**config.mk**
```make
export PLATFORM = sky130hd
export DESIGN_NAME = ldse_div
export DESIGN_NICKNAME = d
export VERILOG_FILES = /design/src/sv/ldse_pkg.sv /design/src/sv/ldse_div.sv
export SDC_FILE = /design/constraint.sdc
export NUM_CORES = 1
export LEC_CHECK = 0
export ABC_AREA = 1
export BUFFER_PORTS_ARGS = -buffer_cell sky130_fd_sc_hd__clkbuf_2
export CAP_MARGIN = 20
export CORE_UTILIZATION = 30
export CTS_CLUSTER_DIAMETER = 40
export CTS_CLUSTER_SIZE = 40
export DETAILED_ROUTE_END_ITERATION = 10
export REMOVE_ABC_BUFFERS = 1
export SETUP_SLACK_MARGIN = 0.5
export SLEW_MARGIN = 20
export SYNTH_ARGS = -nofsm -noshare
export SYNTH_HDL_FRONTEND = slang
export SYNTH_SLANG_ARGS = --single-unit
```
**constraint.sdc**
```tcl
create_clock -name clk_i -period 3.2 [get_ports clk_i]
set_input_delay 0.48 -clock clk_i [delete_from_list [all_inputs] [get_ports clk_i]]
set_output_delay 0.48 -clock clk_i [all_outputs]
set_load 0.05 [all_outputs]
```
**src/sv/ldse_pkg.sv**
```systemverilog
// Shared types and constants of the linear Diophantine solver.
`timescale 1ns / 1ps
package ldse_pkg;

  localparam int unsigned CoefWidthDef = 32;
  localparam int unsigned FieldW       = 32;
  localparam int unsigned DivW         = 64;
  localparam int unsigned DsrW         = 32;
  localparam int unsigned DivCntW      = $clog2(DivW + 1);

  localparam logic [1:0] STAT_OK   = 2'd0;
  localparam logic [1:0] STAT_NONE = 2'd1;
  localparam logic [1:0] STAT_ZERO = 2'd2;

  typedef enum logic [3:0] {
    ST_IDLE,
    ST_EU_TEST,
    ST_EU_DIV,
    ST_EU_MUL_S,
    ST_EU_MUL_T,
    ST_EU_UPD,
    ST_C_DIV,
    ST_SCALE_X,
    ST_SCALE_Y,
    ST_SCALE_FIX,
    ST_B_DIV,
    ST_A_DIV,
    ST_LIM_DIV,
    ST_LIM_FIX,
    ST_COUNT,
    ST_OUT
  } state_e;

endpackage

```
**src/sv/ldse_div.sv**
```systemverilog
// Radix-2 restoring divider, unsigned, one quotient bit per cycle.
`timescale 1ns / 1ps
module ldse_div import ldse_pkg::*; (
  input  logic            clk_i,
  input  logic            rst_ni,
  input  logic            start_i,
  input  logic            short_i,
  input  logic [DivW-1:0] dividend_i,
  input  logic [DsrW-1:0] divisor_i,
  output logic            done_o,
  output logic [DivW-1:0] quot_o,
  output logic [DsrW-1:0] rem_o
);

  logic               busy_q;
  logic               done_q;
  logic [DivCntW-1:0] cnt_q;
  logic [DivW-1:0]    quo_q;
  logic [DsrW-1:0]    rem_q;
  logic [DsrW-1:0]    dsr_q;
  logic [DsrW:0]      shifted;
  logic [DsrW+1:0]    diff;
  logic               fits;

  assign shifted = {rem_q, quo_q[DivW-1]};
  assign diff    = {1'b0, shifted} - {2'b00, dsr_q};
  assign fits    = ~diff[DsrW+1];

  always_ff @(posedge clk_i or negedge rst_ni) begin
    if (!rst_ni) begin
      busy_q <= 1'b0;
      done_q <= 1'b0;
      cnt_q  <= '0;
    end else begin
      done_q <= busy_q && (cnt_q == DivCntW'(1));
      if (start_i) begin
        busy_q <= 1'b1;
        cnt_q  <= short_i ? DivCntW'(DsrW) : DivCntW'(DivW);
      end else if (busy_q) begin
        cnt_q <= cnt_q - DivCntW'(1);
        if (cnt_q == DivCntW'(1)) begin
          busy_q <= 1'b0;
        end
      end
    end
  end

  // A short division places the narrow dividend at the top so that only
  // DsrW steps are needed; the quotient then lands in the low bits.
  always_ff @(posedge clk_i) begin
    if (start_i) begin
      quo_q <= short_i ? {dividend_i[DsrW-1:0], {(DivW-DsrW){1'b0}}} : dividend_i;
      rem_q <= '0;
      dsr_q <= divisor_i;
    end else if (busy_q) begin
      quo_q <= {quo_q[DivW-2:0], fits};
      rem_q <= fits ? diff[DsrW-1:0] : shifted[DsrW-1:0];
    end
  end

  assign done_o = done_q;
  assign quot_o = quo_q;
  assign rem_o  = rem_q;

`ifndef SYNTHESIS
  a_rem_below_divisor: assert property (@(posedge clk_i) disable iff (!rst_ni)
    done_o |-> (rem_o < dsr_q))
    else $error("divider remainder not below divisor");
  a_start_when_free: assert property (@(posedge clk_i) disable iff (!rst_ni)
    start_i |-> !busy_q)
    else $error("divider started while busy");
  a_start_sets_busy: assert property (@(posedge clk_i) disable iff (!rst_ni)
    start_i |=> busy_q)
    else $error("divider did not go busy");
  a_done_ends_busy: assert property (@(posedge clk_i) disable iff (!rst_ni)
    done_o |-> !busy_q)
    else $error("divider done while still busy");
`endif

endmodule

```
==> impl_results.md <==
- Period utilization: 0.767
- Flop2flop setup slack: approximately 0.75 ns
- Largest family of logic cells by synthesized area: simple AND/OR/NAND/NOR gates
- Fin nets: around 1,500
- # rows: just over 60
- Die area: between 0.02 and 0.03 mm^2
- Count leader, synth: nand2_1
- Adder-Cell Fraction of Synth Area: 0.0524
- DR pass1 iterations: 5
- Endpoints failing setup: 0
- Crit-path max FO: 32
- Async SR Flop Fraction: 0.0657
- Mapped Area: 0.00851 mm^2
- Antenna-violating nets left: 0
- Fin crit period: 2.45 ns
- Synth Instances: 1,149
- Setup Buffers After CTS: 0
- Yosys warnings: 0
- Worst path required time: approximately 3.4 ns
- CTS clock-pin slew for the worst setup and hold paths: roughly 0.07 ns
- Die height: roughly 170 um
- GP Congestion: 0.935
- Startpoint Class: flop
- Area Overhead vs Synth: 23.2%
- CP endpoint kind: flop
- Outcome: complete, no violations
- Synth area leader: edfxtp_1
- Max_cap viols: 0
- Cts bufs inserted: 17
- Static leakage: roughly 5.5 nW
- Hold Crit Class: primary input to flop
- Vias in the first global route: between 7,000 and 8,000
- GR Util met3: 0.0556
- CTS sink cnt: between 100 and 150
- Port-buffer cells: between 150 and 200
- Chip width: 170 um
- Clock Path Buffers: 2
- Seq/Total Area, Yosys: 0.441
- Initial Util: 0.305
- First-pass GRT wire length: about 42 mm
- Cell area power density: approximately 800 mW/mm^2
- Post-route clock skew: ~0.016 ns
- Antenna violations before repair: 3
- Primary FF master, synth: edfxtp_1
- Post-Synth XOR/XNOR Area: 0.0144
- Final HPWL DP: roughly 20 mm
- Worst R2R End: quot_o[0]
- GR Util met1: 0.225
- WL per Instance: 15.1 um
- Peak supply drop: 0.314 mV
- RSZ-0062 raised after global routing: no
- DR vias: 7,944
- IO Pins: a little under 200
- Gr busiest metal: met2
- H-tree Lvls: 4
- Drt total wl: 26.2 mm
- Post-synthesis compound-gate area fraction: 0.0761
- Crit path DAT: 2.61 ns
- Max_slew headroom: 0.520
- Final instance area: 0.0105 mm^2
- Reg2Reg Depth: 12
- Mux cell area share after synthesis: 0
- Setup total negative slack: 0 ns
- Hold Violations, Final: 0
- Largest net degree at the start of global routing: 67
- Core ar.: 0.0279 mm^2
- GRT Total Usage: 0.188
- End of the critical path: quot_o[0]
- CTS tree: done
- DR DRC count: 0
- FF-to-FF Start: dsr_q[24]
- Vias per cell: about 4.6
- Fmax: between 400 and 500 MHz
- Synth top cells by count: nand2_1 (415), inv_1 (220), edfxtp_1 (96), nand3_1 (81), nor2_1 (49)
- Clk root buf: clkbuf_16
- Synth top area cells: edfxtp_1 (34%), nand2_1 (18%), inv_1 (9.7%)
- EDFF count, synth: 96
- CP Launch Point: dsr_q[24]
- GR Layer Usage met2: 0.322
- Fill count: ~3,000
- Area after DPL: slightly below 0.01 mm^2
- Clock Latency Late Sink: roughly 0.42 ns
- Synth cell types: 39
- Worst-margin pin slew: slightly above 0.7 ns
- Layout cells sized above 1: 0.198
- Fin. max-slew vios: 0
- Syn avg cell area: approximately 7.4 um^2
- Post-synthesis register bit count: 137
- Area fraction of the dominant cell type after synthesis: 0.339
- Simple-Gate Fraction of Synth Area: 0.298
- Initial DRC Count: 512
- Critical path class: flop to flop
- GRT Residual Overflow: 0
==> metrics by stage <==
step / setup WS (ns) / util / total power, W / std cells / hold slack, ns
6_report: 0.746 / 0.376 / 0.00834 / 1735 / 0.225
2_1_floorplan: -0.0828 / - / 0.00536 / 1117 / 0.184
5_1_grt: 0.547 / 0.376 / 0.00890 / 1734 / 0.204
3_5_place_dp: 0.717 / 0.355 / 0.00635 / 1701 / 0.356
3_3_place_gp: 0.804 / 0.355 / 0.00633 / 1701 / 0.358
4_1_cts: 0.715 / 0.376 / 0.00841 / 1734 / 0.205
==> how the worst min path moves through the flow <==
stage / start / end / slack (ns) / cells past startpoint
finish: divisor_i[15] / dsr_q[15] / 0.23 / 1
global route: divisor_i[15] / dsr_q[15] / 0.20 / 1
CTS: divisor_i[15] / dsr_q[15] / 0.20 / 1
detailed placement: rst_ni / done_o / 0.36 / 1
global placement: rst_ni / done_o / 0.36 / 1
floorplan: rst_ni / busy_q / 0.18 / 0
==> cell type report <==
class                      count  area [um^2]  share of cell area
clock inverter                15          155              0.0148
inverter                     224          841              0.0802
sequential                   137         3750               0.358
multi-input combinational    756         3750               0.358
tap                          378          473              0.0451
antenna                        1         2.50            0.000239
clock buffer                  17          425              0.0406
timing repair buffer         207         1080               0.103
==> cells by family after synthesis <==
logic type                 after synthesis
AOI/OAI and AO/OA                      110
xor gates and xnor gates                14
adders and majority gates               35
buffers and inverters                  256
DFF                                    137
and+or+nand+nor                        597
==> power by group <==
group / switching, W / internal, W / leakage, nW / total, W
Combinational: 0.00269 / 0.00111 / 3.83 / 0.00381
Clock: 0.000915 / 0.00110 / 0.281 / 0.00202
Sequential: 0.000257 / 0.00225 / 1.41 / 0.00251
Total: 0.00386 / 0.00447 / 5.53 / 0.00834
==> per-layer routing <==
metal,share of wire,vias up
li1,-,4016
met1,0.43,3610
met2,0.48,284
met3,0.081,30
met4,0.016,4
met5,0.00092,-
==> state kept, by name, indices dropped and copies added (netlist names) <==
| name | cells |
|---|---|
| cnt_q | 7 |
| busy_q | 1 |
| quot_o | 64 |
| done_o | 1 |
| rem_o | 32 |
| dsr_q | 32 |
==> cells in the final DEF, fill, tap and decap left out, types with 9 or more instances in the layout <==
cell	count
nor2_1	47
o21ai_0	40
nand3_1	81
xnor2_1	11
buf_4	9
clkbuf_16	17
nand2_1	415
inv_1	218
o21ai_1	11
edfxtp_1	96
clkbuf_2	196
o211ai_1	33
dfxtp_1	32
ha_1	34
nand3b_1	12
a21oi_1	21
dfrtp_1	9
==> worst max-delay path: stages, from the launching register on <==
cell and delay, ns:
edfxtp_1 0.38, inv_1 0.07, ha_1 0.27, nand2_1 0.13, inv_2 0.05, nand2_1 0.07, nand3_1 0.11, a21oi_2 0.19
nor2_2 0.09, nor2_8 0.32, nand2_4 0.31, nand2_1 0.12, o21ai_0 0.08
==> timing repair <==
item	in CTS	in global routing
hold buffers	1	0
gates resized for setup	0	0
endpoints found under the hold margin	9	0
No activity file was read; power rests on OpenSTA's default activity.
